==> config.mk <==
export PLATFORM = sky130hd
export DESIGN_NAME = chunked_body_decoder_flat
export DESIGN_NICKNAME = d
export VERILOG_FILES = /design/src/rtl/cbd_pkg.sv /design/src/rtl/cbd_if.sv /design/src/rtl/cbd_parse.sv /design/src/rtl/chunked_body_decoder.sv /design/src/flat_wrapper.sv
export SDC_FILE = /design/constraint.sdc
export NUM_CORES = 1
export LEC_CHECK = 0
export ABC_AREA = 1
export BUFFER_PORTS_ARGS = -buffer_cell sky130_fd_sc_hd__buf_2
export CORE_MARGIN = 2
export CORE_UTILIZATION = 46
export DETAILED_ROUTE_END_ITERATION = 10
export PLACE_DENSITY = 0.64
export SYNTH_ARGS = -nofsm -noshare
export SYNTH_HDL_FRONTEND = slang
export SYNTH_SLANG_ARGS = --single-unit
==> constraint.sdc <==
create_clock -name clk_i -period 2.3 [get_ports clk_i]
set_input_delay 0.115 -clock clk_i [delete_from_list [all_inputs] [get_ports clk_i]]
set_output_delay 0.115 -clock clk_i [all_outputs]
set_load 0.1 [all_outputs]
==> src/rtl/cbd_pkg.sv <==
package cbd_pkg;

  localparam int unsigned SIZE_BITS_DEF = 32;

  localparam logic [7:0] CHR_LF  = 8'h0A;
  localparam logic [7:0] CHR_CR  = 8'h0D;
  localparam logic [7:0] CHR_TAB = 8'h09;
  localparam logic [7:0] CHR_VT  = 8'h0B;
  localparam logic [7:0] CHR_FF  = 8'h0C;
  localparam logic [7:0] CHR_SP  = 8'h20;

  typedef enum logic [6:0] {
    PH_LSTART = 7'b0000001,
    PH_WS     = 7'b0000010,
    PH_DIGITS = 7'b0000100,
    PH_REST   = 7'b0001000,
    PH_DATA   = 7'b0010000,
    PH_TRAIL  = 7'b0100000,
    PH_DONE   = 7'b1000000
  } cbd_phase_e;

  typedef enum logic [2:0] {
    ST_NONE      = 3'd0,
    ST_COMPLETE  = 3'd1,
    ST_TRUNCATED = 3'd2,
    ST_NOLINEEND = 3'd3,
    ST_OVERFLOW  = 3'd4
  } cbd_status_e;

  typedef struct packed {
    logic [7:0]  data_byte;
    logic        data_valid;
    cbd_status_e status;
  } cbd_result_t;

  // {is_digit, value}
  function automatic logic [4:0] hex_digit(logic [7:0] b);
    logic [4:0] r;
    r = 5'd0;
    if (b >= 8'h30 && b <= 8'h39) begin
      r = {1'b1, 4'(b - 8'h30)};
    end else if (b >= 8'h61 && b <= 8'h66) begin
      r = {1'b1, 4'(b - 8'h57)};
    end else if (b >= 8'h41 && b <= 8'h46) begin
      r = {1'b1, 4'(b - 8'h37)};
    end
    return r;
  endfunction

  function automatic logic is_space(logic [7:0] b);
    return (b == CHR_SP) || (b == CHR_TAB) || (b == CHR_CR) ||
           (b == CHR_VT) || (b == CHR_FF);
  endfunction

endpackage

==> src/rtl/cbd_if.sv <==
interface cbd_in_if;
  logic       valid;
  logic       ready;
  logic [7:0] body_byte;
  logic       final_byte;

  modport source (output valid, output body_byte, output final_byte, input ready);
  modport sink   (input valid, input body_byte, input final_byte, output ready);
endinterface

interface cbd_out_if;
  logic       valid;
  logic       ready;
  logic [7:0] data_byte;
  logic       data_valid;
  logic [2:0] status;

  modport source (output valid, output data_byte, output data_valid, output status,
                  input ready);
  modport sink   (input valid, input data_byte, input data_valid, input status,
                  output ready);
endinterface

==> src/rtl/cbd_parse.sv <==
module cbd_parse import cbd_pkg::*; #(
  parameter int unsigned SIZE_BITS = SIZE_BITS_DEF
) (
  input  logic [7:0]           byte_i,
  input  logic                 fin_i,
  input  cbd_phase_e           phase_i,
  input  logic [SIZE_BITS-1:0] size_i,
  input  logic                 had_digit_i,
  output cbd_phase_e           phase_o,
  output logic [SIZE_BITS-1:0] size_o,
  output logic                 had_digit_o,
  output cbd_result_t          result_o
);

  logic [4:0]           hex;
  logic                 is_nl;
  logic                 is_sp;
  logic                 ovf;
  logic                 line_ends_body;
  logic [SIZE_BITS-1:0] size_shift;

  assign hex        = hex_digit(byte_i);
  assign is_nl      = (byte_i == CHR_LF);
  assign is_sp      = is_space(byte_i);
  assign ovf        = |size_i[SIZE_BITS-1 -: 4];
  assign size_shift = {size_i[SIZE_BITS-5:0], hex[3:0]};
  // size line ending with no digit or a zero size closes the body
  assign line_ends_body = !had_digit_i || (size_i == '0);

  always_comb begin
    cbd_phase_e           ph;
    logic [SIZE_BITS-1:0] sz;
    logic                 hd;
    cbd_status_e          st;
    logic                 dv;
    logic [7:0]           db;
    ph = phase_i;
    sz = size_i;
    hd = had_digit_i;
    st = ST_NONE;
    dv = 1'b0;
    db = 8'h00;

    case (phase_i)
      PH_LSTART: begin
        sz = '0;
        hd = 1'b0;
        if (is_nl) begin
          ph = PH_LSTART;
        end else if (is_sp) begin
          ph = PH_WS;
        end else if (hex[4]) begin
          sz = {{(SIZE_BITS-4){1'b0}}, hex[3:0]};
          hd = 1'b1;
          ph = PH_DIGITS;
        end else begin
          ph = PH_REST;
        end
      end
      PH_WS, PH_DIGITS, PH_REST: begin
        if (is_nl) begin
          if (line_ends_body) begin
            ph = PH_DONE;
            st = ST_COMPLETE;
          end else begin
            ph = PH_DATA;
          end
        end else if (phase_i == PH_REST) begin
          ph = PH_REST;
        end else if (phase_i == PH_WS && is_sp) begin
          ph = PH_WS;
        end else if (hex[4]) begin
          if (ovf) begin
            ph = PH_DONE;
            st = ST_OVERFLOW;
          end else begin
            sz = size_shift;
            hd = 1'b1;
            ph = PH_DIGITS;
          end
        end else begin
          ph = PH_REST;
        end
      end
      PH_DATA: begin
        dv = 1'b1;
        db = byte_i;
        sz = size_i - SIZE_BITS'(1);
        if (size_i == SIZE_BITS'(1)) ph = PH_TRAIL;
      end
      PH_TRAIL: begin
        if (is_nl) ph = PH_LSTART;
      end
      default: begin
        ph = PH_DONE;
      end
    endcase

    if (fin_i) begin
      case (ph)
        PH_WS, PH_DIGITS, PH_REST: begin
          st = (!hd || sz == '0) ? ST_COMPLETE : ST_TRUNCATED;
        end
        PH_DATA:   st = ST_TRUNCATED;
        PH_TRAIL:  st = (phase_i == PH_DATA) ? ST_NOLINEEND : ST_COMPLETE;
        PH_LSTART: st = ST_COMPLETE;
        default:   st = st;
      endcase
      ph = PH_LSTART;
      sz = '0;
      hd = 1'b0;
    end

    phase_o     = ph;
    size_o      = sz;
    had_digit_o = hd;
    result_o    = '{data_byte: db, data_valid: dv, status: st};
  end

endmodule

==> src/rtl/chunked_body_decoder.sv <==
// Chunked body decoder: takes one body byte per item and returns exactly one
// result item per input item (payload byte with data_valid, and a status code).
// Throughput is one byte per clock with back-pressure honoured on both sides;
// each byte passes through an input register and then a result register. The
// rate is set by the update of the phase and size/remaining registers, whose
// next value is a SIZE_BITS-wide shift-in or decrement and compare.
// Bytes after completion or an error are ignored until the final flag, which
// returns the decoder to the start of a size line.
module chunked_body_decoder import cbd_pkg::*; #(
  parameter int unsigned SIZE_BITS = SIZE_BITS_DEF
) (
  input  logic      clk_i,
  input  logic      rst_ni,
  cbd_in_if.sink    in_i,
  cbd_out_if.source out_o
);

  logic                 in_vld_q;
  logic [7:0]           in_byte_q;
  logic                 in_fin_q;
  logic                 out_vld_q;
  cbd_result_t          res_q;
  cbd_phase_e           phase_q;
  cbd_phase_e           phase_d;
  logic [SIZE_BITS-1:0] size_q;
  logic [SIZE_BITS-1:0] size_d;
  logic                 had_q;
  logic                 had_d;
  cbd_result_t          res_d;
  logic                 adv;
  logic                 fire;

  assign adv        = !out_vld_q || out_o.ready;
  assign fire       = in_vld_q && adv;
  assign in_i.ready = !in_vld_q || adv;

  always_ff @(posedge clk_i or negedge rst_ni) begin
    if (!rst_ni) begin
      in_vld_q <= 1'b0;
    end else if (in_i.ready) begin
      in_vld_q <= in_i.valid;
    end
  end

  always_ff @(posedge clk_i) begin
    if (in_i.valid && in_i.ready) begin
      in_byte_q <= in_i.body_byte;
      in_fin_q  <= in_i.final_byte;
    end
  end

  cbd_parse #(
    .SIZE_BITS (SIZE_BITS)
  ) u_parse (
    .byte_i      (in_byte_q),
    .fin_i       (in_fin_q),
    .phase_i     (phase_q),
    .size_i      (size_q),
    .had_digit_i (had_q),
    .phase_o     (phase_d),
    .size_o      (size_d),
    .had_digit_o (had_d),
    .result_o    (res_d)
  );

  always_ff @(posedge clk_i or negedge rst_ni) begin
    if (!rst_ni) begin
      phase_q   <= PH_LSTART;
      size_q    <= '0;
      had_q     <= 1'b0;
      out_vld_q <= 1'b0;
    end else begin
      if (fire) begin
        phase_q <= phase_d;
        size_q  <= size_d;
        had_q   <= had_d;
      end
      if (adv) out_vld_q <= in_vld_q;
    end
  end

  always_ff @(posedge clk_i) begin
    if (fire) res_q <= res_d;
  end

  assign out_o.valid      = out_vld_q;
  assign out_o.data_byte  = res_q.data_byte;
  assign out_o.data_valid = res_q.data_valid;
  assign out_o.status     = res_q.status;

  a_fin_resets : assert property (@(posedge clk_i) disable iff (!rst_ni)
    fire && in_fin_q |=> phase_q == PH_LSTART && size_q == '0 && !had_q)
    else $error("final item did not return decoder to line start");

  a_data_owed : assert property (@(posedge clk_i) disable iff (!rst_ni)
    phase_q == PH_DATA |-> size_q != '0)
    else $error("payload phase with nothing owed");

  a_payload_status : assert property (@(posedge clk_i) disable iff (!rst_ni)
    out_vld_q && res_q.data_valid |->
      res_q.status == ST_NONE || res_q.status == ST_TRUNCATED ||
      res_q.status == ST_NOLINEEND)
    else $error("payload byte with an impossible status");

endmodule

==> src/flat_wrapper.sv <==
// flat-port wrapper written by rule: the top's interface ports become plain ports
module chunked_body_decoder_flat import cbd_pkg::*;
#(
  parameter int unsigned SIZE_BITS = SIZE_BITS_DEF
)
  (clk_i, rst_ni, in_i_valid, in_i_body_byte, in_i_final_byte, in_i_ready, out_o_valid, out_o_data_byte, out_o_data_valid, out_o_status, out_o_ready);
  cbd_in_if in_i_i ();
  cbd_out_if out_o_i ();
  input  logic clk_i;
  input  logic rst_ni;
  input wire logic [$bits(in_i_i.valid)-1:0] in_i_valid;
  input wire logic [$bits(in_i_i.body_byte)-1:0] in_i_body_byte;
  input wire logic [$bits(in_i_i.final_byte)-1:0] in_i_final_byte;
  output wire logic [$bits(in_i_i.ready)-1:0] in_i_ready;
  output wire logic [$bits(out_o_i.valid)-1:0] out_o_valid;
  output wire logic [$bits(out_o_i.data_byte)-1:0] out_o_data_byte;
  output wire logic [$bits(out_o_i.data_valid)-1:0] out_o_data_valid;
  output wire logic [$bits(out_o_i.status)-1:0] out_o_status;
  input wire logic [$bits(out_o_i.ready)-1:0] out_o_ready;
  assign in_i_i.valid = in_i_valid;
  assign in_i_i.body_byte = in_i_body_byte;
  assign in_i_i.final_byte = in_i_final_byte;
  assign in_i_ready = in_i_i.ready;
  assign out_o_valid = out_o_i.valid;
  assign out_o_data_byte = out_o_i.data_byte;
  assign out_o_data_valid = out_o_i.data_valid;
  assign out_o_status = out_o_i.status;
  assign out_o_i.ready = out_o_ready;
  chunked_body_decoder #(.SIZE_BITS(SIZE_BITS)) u_core (.clk_i(clk_i), .rst_ni(rst_ni), .in_i(in_i_i), .out_o(out_o_i));
endmodule
==> results.sh, run 1 <==
export IMPL_ys_ff_latch=63
export IMPL_synth_top_area_share_pct=22.7
export IMPL_overflow=0
export IMPL_skew_ns=0.0129
export IMPL_synth_cell_types=38
export IMPL_cap_violations=0
export IMPL_cts_root_buf="clkbuf_8"
export IMPL_syn_avg_cell_area_um2=6.89
export IMPL_area_growth_pct=52.5
export IMPL_wl_per_cell_um=15.9
export IMPL_worst_ir_drop_vdd_mv=0.451
export IMPL_outcome="finished with violations"
export IMPL_hold_path_class="input port to flop"
export IMPL_rsz0062_at_grt="yes"
export IMPL_max_slew_margin_pct=58.9
export IMPL_ys_flop_type="dfrtp_1"
export IMPL_grtUsageTotal_pct=31.8
export IMPL_cts_buffer_depth=2
export IMPL_yosysSeqAreaShare_pct=37.2
export IMPL_finish_utilization_pct=71.5
export IMPL_cp_common_cell="nand2_1"
export IMPL_worstMarginPinSlew_ns=0.612
export IMPL_synth_net_count=675
export IMPL_synth_edf_count=21
export IMPL_worst_path_buf_inv=3
export IMPL_synth_common_cells="159 x nand2_1, 105 x nor2_1, 72 x inv_1"
export IMPL_yosysTopAreaCell="dfrtp_1"
export IMPL_drtAntennaViolNets=0
export IMPL_setup_viol=2
export IMPL_setup_ws_ns=-0.169
export IMPL_grt_max_degree=36
export IMPL_post_place_ws_ns=-0.283
export IMPL_grt_antenna_before_repair=0
export IMPL_worst_ep_arrival_time_ns=2.58
export IMPL_hold_viol=0
export IMPL_power_density_nw_per_um2=613
export IMPL_insertion_delay_ns=0.36
export IMPL_grt_pass1_wl_mm=26.2
export IMPL_p_total_mw=4.22
export IMPL_critPathMaxFanout=7
export IMPL_syn_area_um2=4520
export IMPL_worstSetupStartpointType="flop"
export IMPL_worstSetupPathType="flop to flop"
export IMPL_min_period_ns=2.47
export IMPL_violations="negative setup slack"
export IMPL_cts_buffers=9
export IMPL_first_pass_iters=5
export IMPL_max_freq_ghz=0.405
export IMPL_port_buffers=26
export IMPL_globalplace_congestion=0.968
export IMPL_die_y_um=103
export IMPL_async_flop_share_pct=66.7
export IMPL_dp_cells=960
export IMPL_drtIter0Drc=386
export IMPL_tns_ns=-0.302
export IMPL_crit_chain="buf_6 -> ha_4 -> nand2_2 -> nand3_2 -> nand3_4 -> nand2_8 -> buf_4 -> buf_4 -> nand4_1 -> nand2_1 -> a21oi_2 -> nand2_1 -> nor2_1 -> nand2_1 -> nor2_1 -> nand2_1 -> nand3_1 -> a21oi_1"
export IMPL_syn_inst=656
export IMPL_fillers=780
export IMPL_hpwl_mm=11.1
export IMPL_critPathMaxStageDelay_ns=0.43
export IMPL_die_x_um=103
export IMPL_design_core_area_um2=9640
export IMPL_vias=5524
export IMPL_crit_family="simple AND/OR/NAND/NOR gates"
export IMPL_rrSetupSlack_ns=-0.17
export IMPL_post_synth_top_count_cell="nand2_1"
export IMPL_slew_viol_final=0
export IMPL_io_pins=27
export IMPL_die_area_um2=10600
export IMPL_grt_pass1_vias=5477
export IMPL_fin_cells=1012
export IMPL_clkTransAtPathRegs_ns=0.07
export IMPL_crit_slowest_cell="edfxtp_1"
export IMPL_drive_above_1_share_pct=37.3
export IMPL_power_leakage_nw=3.44
export IMPL_route_final_wire_length_mm=16.1
export IMPL_cts_tree="done"
export IMPL_yosys_warnings=0
export IMPL_end_kind="flop"
export IMPL_critPathRequiredTime_ns=2.42
export IMPL_drc_errors=0
export IMPL_num_rows=36
export IMPL_clock_sinks=63
export IMPL_insertedDiodeCount=0
export IMPL_vias_per_cell=5.46
export IMPL_htreeDepth=3
export IMPL_start_util_pct=46.9
export IMPL_yosys_top_cells_area="dfrtp_1 23%, edfxtp_1 14%, nand2_1 13%"
export IMPL_finalCritPeriodShare_pct=107
export IMPL_fin_nets=893
-- area by class of cell --
type,instances,area (um^2),share of cell area (%)
Clock buffer,10,128,1.85
Clock inverter,6,61.3,0.890
Inverter,79,299,4.34
Multi-Input combinational cell,501,2810,40.8
Sequential cell,63,1680,24.4
Tap cell,133,166,2.42
Timing Repair Buffer,220,1740,25.2
-- state kept, by name, summed over array words and instances, names as in the netlist --
| register | count |
|---|---|
| u_core.in_vld_q | 1 |
| u_core.out_o.status | 3 |
| u_core.phase_q | 7 |
| u_core.out_o.data_valid | 1 |
| u_core.size_q | 32 |
| u_core.in_fin_q | 1 |
| u_core.had_q | 1 |
| u_core.out_o.data_byte | 8 |
| u_core.out_o.valid | 1 |
| u_core.in_byte_q | 8 |
-- kinds of logic after synthesis --
| kind of cell | share of synthesized area (%) |
|---|---|
| xor+xnor | 0.388 |
| compound gates | 14.1 |
| simple gates | 38.3 |
| buf+inv | 8.31 |
| fa+ha+maj | 1.66 |
| flops | 37.2 |
-- through the flow --
stage / area, um^2 / hold slack [ns]
after floorplan: 4530 / -0.181
after global placement: 6000 / 0.124
after detailed placement: 6000 / 0.126
after CTS: 6770 / 0.0376
after global routing: 6890 / 0.0757
final: 6890 / 0.0425
-- layer usage --
| metal | global-route usage (%) | vias up | part of all wire, % |
|---|---|---|---|
| li1 | - | 2643 | - |
| met1 | 41.8 | 2568 | 43 |
| met2 | 51.6 | 258 | 47 |
| met3 | 5.08 | 55 | 6.9 |
| met4 | 14.2 | 0 | 3.4 |
| met5 | 0 | - | 0 |
-- power by group --
group / leakage [nW] / switching (mW) / internal, mW / total (mW)
Combinational: 2.56 / 1.24 / 0.721 / 1.96
Sequential: 0.784 / 0.0437 / 1.24 / 1.29
Clock: 0.0960 / 0.479 / 0.497 / 0.976
Total: 3.44 / 1.77 / 2.46 / 4.22
-- worst reg2reg max path: cells and delay by family, from the launching register on --
| kind | cells | cell delay (ns) |
|---|---|---|
| simple gates | 12 | 1.01 |
| compound gates | 2 | 0.19 |
| flops | 1 | 0.43 |
| buf+inv | 3 | 0.45 |
| fa+ha+maj | 1 | 0.15 |
-- cells in the final DEF, fill, tap and decap left out, drive strengths merged --
| cell type | n |
|---|---|
| buf | 209 |
| nand2 | 170 |
| nor2 | 114 |
| inv | 77 |
| nand3 | 68 |
| o21ai | 44 |
| dfrtp | 41 |
| o22ai | 33 |
| a21oi | 30 |
| edfxtp | 21 |
| nand4 | 17 |
| dlygate4sd3 | 11 |
| clkbuf | 10 |
| nor3 | 6 |
| ha | 6 |
| clkinv | 6 |
| nor4 | 3 |
| a31oi | 3 |
| xor2 | 2 |
| nand3b | 1 |
| nor4b | 1 |
| a211oi | 1 |
| o211ai | 1 |
| a22oi | 1 |
| bufinv | 1 |
| clkinvlp | 1 |
| dfstp | 1 |
-- worst paths after layout --
path,end,cells after the start,from
min,u_core.in_vld_q,4,out_o_ready
max,u_core.out_o.status[1],18,u_core.in_byte_q[1]
min in group asynchronous,u_core.size_q[21],2,rst_ni
min reg2reg,u_core.in_vld_q,2,u_core.in_vld_q
max in group asynchronous,u_core.phase_q[0],3,rst_ni
max reg2reg,u_core.out_o.status[1],18,u_core.in_byte_q[1]
-- timing repair --
action,in CTS,in global routing
pin swaps,33,20
setup endpoints to repair,3,5
setup buffers,18,6
gates cloned,4,0
hold buffers,11,0
hold endpoints to repair,31,0
resized for setup,69,33
No activity file was read; power rests on OpenSTA's default activity.
==> run 2, diff against run 1 <==
Settings changed: CORE_ASPECT_RATIO set to 1.25.
==> run 2 against run 1 <==
  * The flow still finishes with violations (negative setup slack)
  * Largest power group unchanged
  * Critical endpoint unchanged
  * Core utilization increased by 1.5 points
  * Die area hardly changed
  * Cell count decreased by 1.3%
  * Fmax shrank 2.6%
  * Hold slack improved by 0.024 ns
  * Clock-buffer cell count is 3 higher
  * Sequential cell count unchanged
  * Critical path depth down 1
  * Register-to-register slack got worse by 0.07 ns
  * Final area rose by 1.7%
  * Clock power up 43%
==> results.sh, run 2 (same netlist as run 1, synthesis figures left out) <==
export IMPL_die_y_um=115
export IMPL_grt_pass1_wl_mm=26.5
export IMPL_violations="negative setup slack"
export IMPL_worst_path_buf_inv=1
export IMPL_end_kind="flop"
export IMPL_die_area_um2=10600
export IMPL_max_freq_ghz=0.395
export IMPL_cap_violations=0
export IMPL_hpwl_mm=11.4
export IMPL_cts_buffers=9
export IMPL_rrSetupSlack_ns=-0.23
export IMPL_hold_viol=0
export IMPL_post_place_ws_ns=-0.336
export IMPL_largest_register_ffs=32
export IMPL_min_to="u_core.in_vld_q"
export IMPL_hold_depth=4
export IMPL_r2r_start="u_core.in_byte_q[0]"
export IMPL_power_density_nw_per_um2=666
export IMPL_worstSetupStartpointType="flop"
export IMPL_cts_tree="done"
export IMPL_top_register="u_core.size_q"
export IMPL_cp_depth=17
export IMPL_crit_slowest_cell="edfxtp_1"
export IMPL_clock_sinks=63
export IMPL_grt_pass1_vias=5529
export IMPL_worstSetupPathType="flop to flop"
export IMPL_overflow=0
export IMPL_worstMarginPinSlew_ns=0.599
export IMPL_worst_ep_arrival_time_ns=2.63
export IMPL_clkTransAtPathRegs_ns=0.05
export IMPL_io_pins=27
export IMPL_finalCritPeriodShare_pct=110
export IMPL_worst_ir_drop_vdd_mv=0.521
export IMPL_route_final_wire_length_mm=17.3
export IMPL_finish_utilization_pct=73.0
export IMPL_min_from="out_o_ready"
export IMPL_crit_chain="inv_4 -> ha_4 -> nand2_2 -> nand3_2 -> nand3_4 -> nand2_8 -> nand2_8 -> nand2_8 -> nand2_8 -> a21oi_1 -> nand2_2 -> nor2_1 -> nand3_1 -> nor2_4 -> nand2_2 -> nand3_2 -> a21oi_2"
export IMPL_fin_nets=887
export IMPL_crit_family="simple AND/OR/NAND/NOR gates"
export IMPL_outcome="finished with violations"
export IMPL_cts_root_buf="clkbuf_16"
export IMPL_vias_per_cell=5.70
export IMPL_insertion_delay_ns=0.34
export IMPL_layout_cells_most_common="buf_4"
export IMPL_cts_buffer_depth=2
export IMPL_reg2reg_depth=17
export IMPL_slew_viol_final=0
export IMPL_drc_errors=0
export IMPL_critPathMaxFanout=12
export IMPL_num_rows=40
export IMPL_port_buffers=26
export IMPL_globalplace_congestion=0.993
export IMPL_max_slew_margin_pct=59.7
export IMPL_grt_max_degree=30
export IMPL_start_util_pct=47.0
export IMPL_hold_path_class="input port to flop"
export IMPL_area_growth_pct=55.1
export IMPL_drive_above_1_share_pct=36.7
export IMPL_drtIter0Drc=602
export IMPL_insertedDiodeCount=0
export IMPL_rsz0062_at_grt="yes"
export IMPL_wl_per_cell_um=17.3
export IMPL_critPathRequiredTime_ns=2.39
export IMPL_grt_antenna_before_repair=0
export IMPL_design_core_area_um2=9610
export IMPL_timing_rr_end="u_core.out_o.status[1]"
export IMPL_p_total_mw=4.67
export IMPL_setup_viol=2
export IMPL_drtAntennaViolNets=0
export IMPL_mostFrequentLayoutCells="168 x buf_4, 146 x nand2_1, 91 x nor2_1, 67 x inv_1, 55 x nand3_1"
export IMPL_htreeDepth=3
export IMPL_critPathMaxStageDelay_ns=0.46
export IMPL_setup_ws_ns=-0.234
export IMPL_vias=5696
export IMPL_die_x_um=92.7
export IMPL_power_leakage_nw=3.46
export IMPL_first_pass_iters=7
export IMPL_skew_ns=0.00370
export IMPL_cp_common_cell="nand2_8"
export IMPL_min_period_ns=2.53
export IMPL_grtUsageTotal_pct=32.0
export IMPL_tns_ns=-0.449
## run 2: final cells by class
class	count	area (um^2)
Multi-Input combinational cell	500	2890
Timing Repair Buffer	215	1670
Clock buffer	13	260
Sequential cell	63	1680
Fill cell	741	2600
Tap cell	126	158
Clock inverter	3	41.3
Inverter	79	307
## run 2: how the worst max path moves through the flow
stage                        startpoint                endpoint  slack, ns
finish              u_core.in_byte_q[0]  u_core.out_o.status[1]      -0.23
global route        u_core.in_byte_q[0]  u_core.out_o.status[1]      -0.36
CTS                 u_core.in_byte_q[0]  u_core.out_o.status[1]      -0.17
detailed placement  u_core.in_byte_q[1]  u_core.out_o.status[1]      -0.34
global placement    u_core.in_byte_q[1]  u_core.out_o.status[1]      -0.26
floorplan           u_core.in_byte_q[0]  u_core.out_o.status[1]      0.002
## run 2: report_power, final
part           switching [mW]  total (mW)  internal, mW  leakage (nW)
clock                   0.507        1.40         0.895         0.143
sequential             0.0486        1.29          1.24         0.784
combinational            1.27        1.97         0.698          2.54
## run 2: worst register-to-register path, stage by stage (launching register included)
cell and delay, ns:
edfxtp_1 0.46, inv_4 0.14, ha_4 0.16, nand2_2 0.06, nand3_2 0.10, nand3_4 0.10, nand2_8 0.12, nand2_8 0.08
nand2_8 0.12, nand2_8 0.13, a21oi_1 0.21, nand2_2 0.09, nor2_1 0.09, nand3_1 0.12, nor2_4 0.13, nand2_2 0.07
nand3_2 0.06, a21oi_2 0.05
## run 2: timing repair
action / 4_1_cts / 5_1_grt
hold buffers: 11 / 0
resized for setup: 48 / 67
setup endpoints to repair: 3 / 5
endpoints found under the hold margin: 23 / 0
cloned: 2 / 1
pin swaps: 25 / 35
buffers inserted: 16 / 10
## run 2: metal layers
metal	up-vias	routed length, um	track usage (%)
met1	2685	6460	36.8
met3	82	1020	4.06
met2	298	8810	57.3
met4	0	968	18.3
met5	-	0	0
li1	2631	-	-
## run 2: through the flow
stage               cell area, um^2  hold slack [ns]  instances
CTS                            6670           0.0696        988
finish                         7010           0.0661        999
global placement               5910           0.0424        944
global route                   7010            0.118        999
detailed placement             5910           0.0472        944
floorplan                      4530           -0.181        656
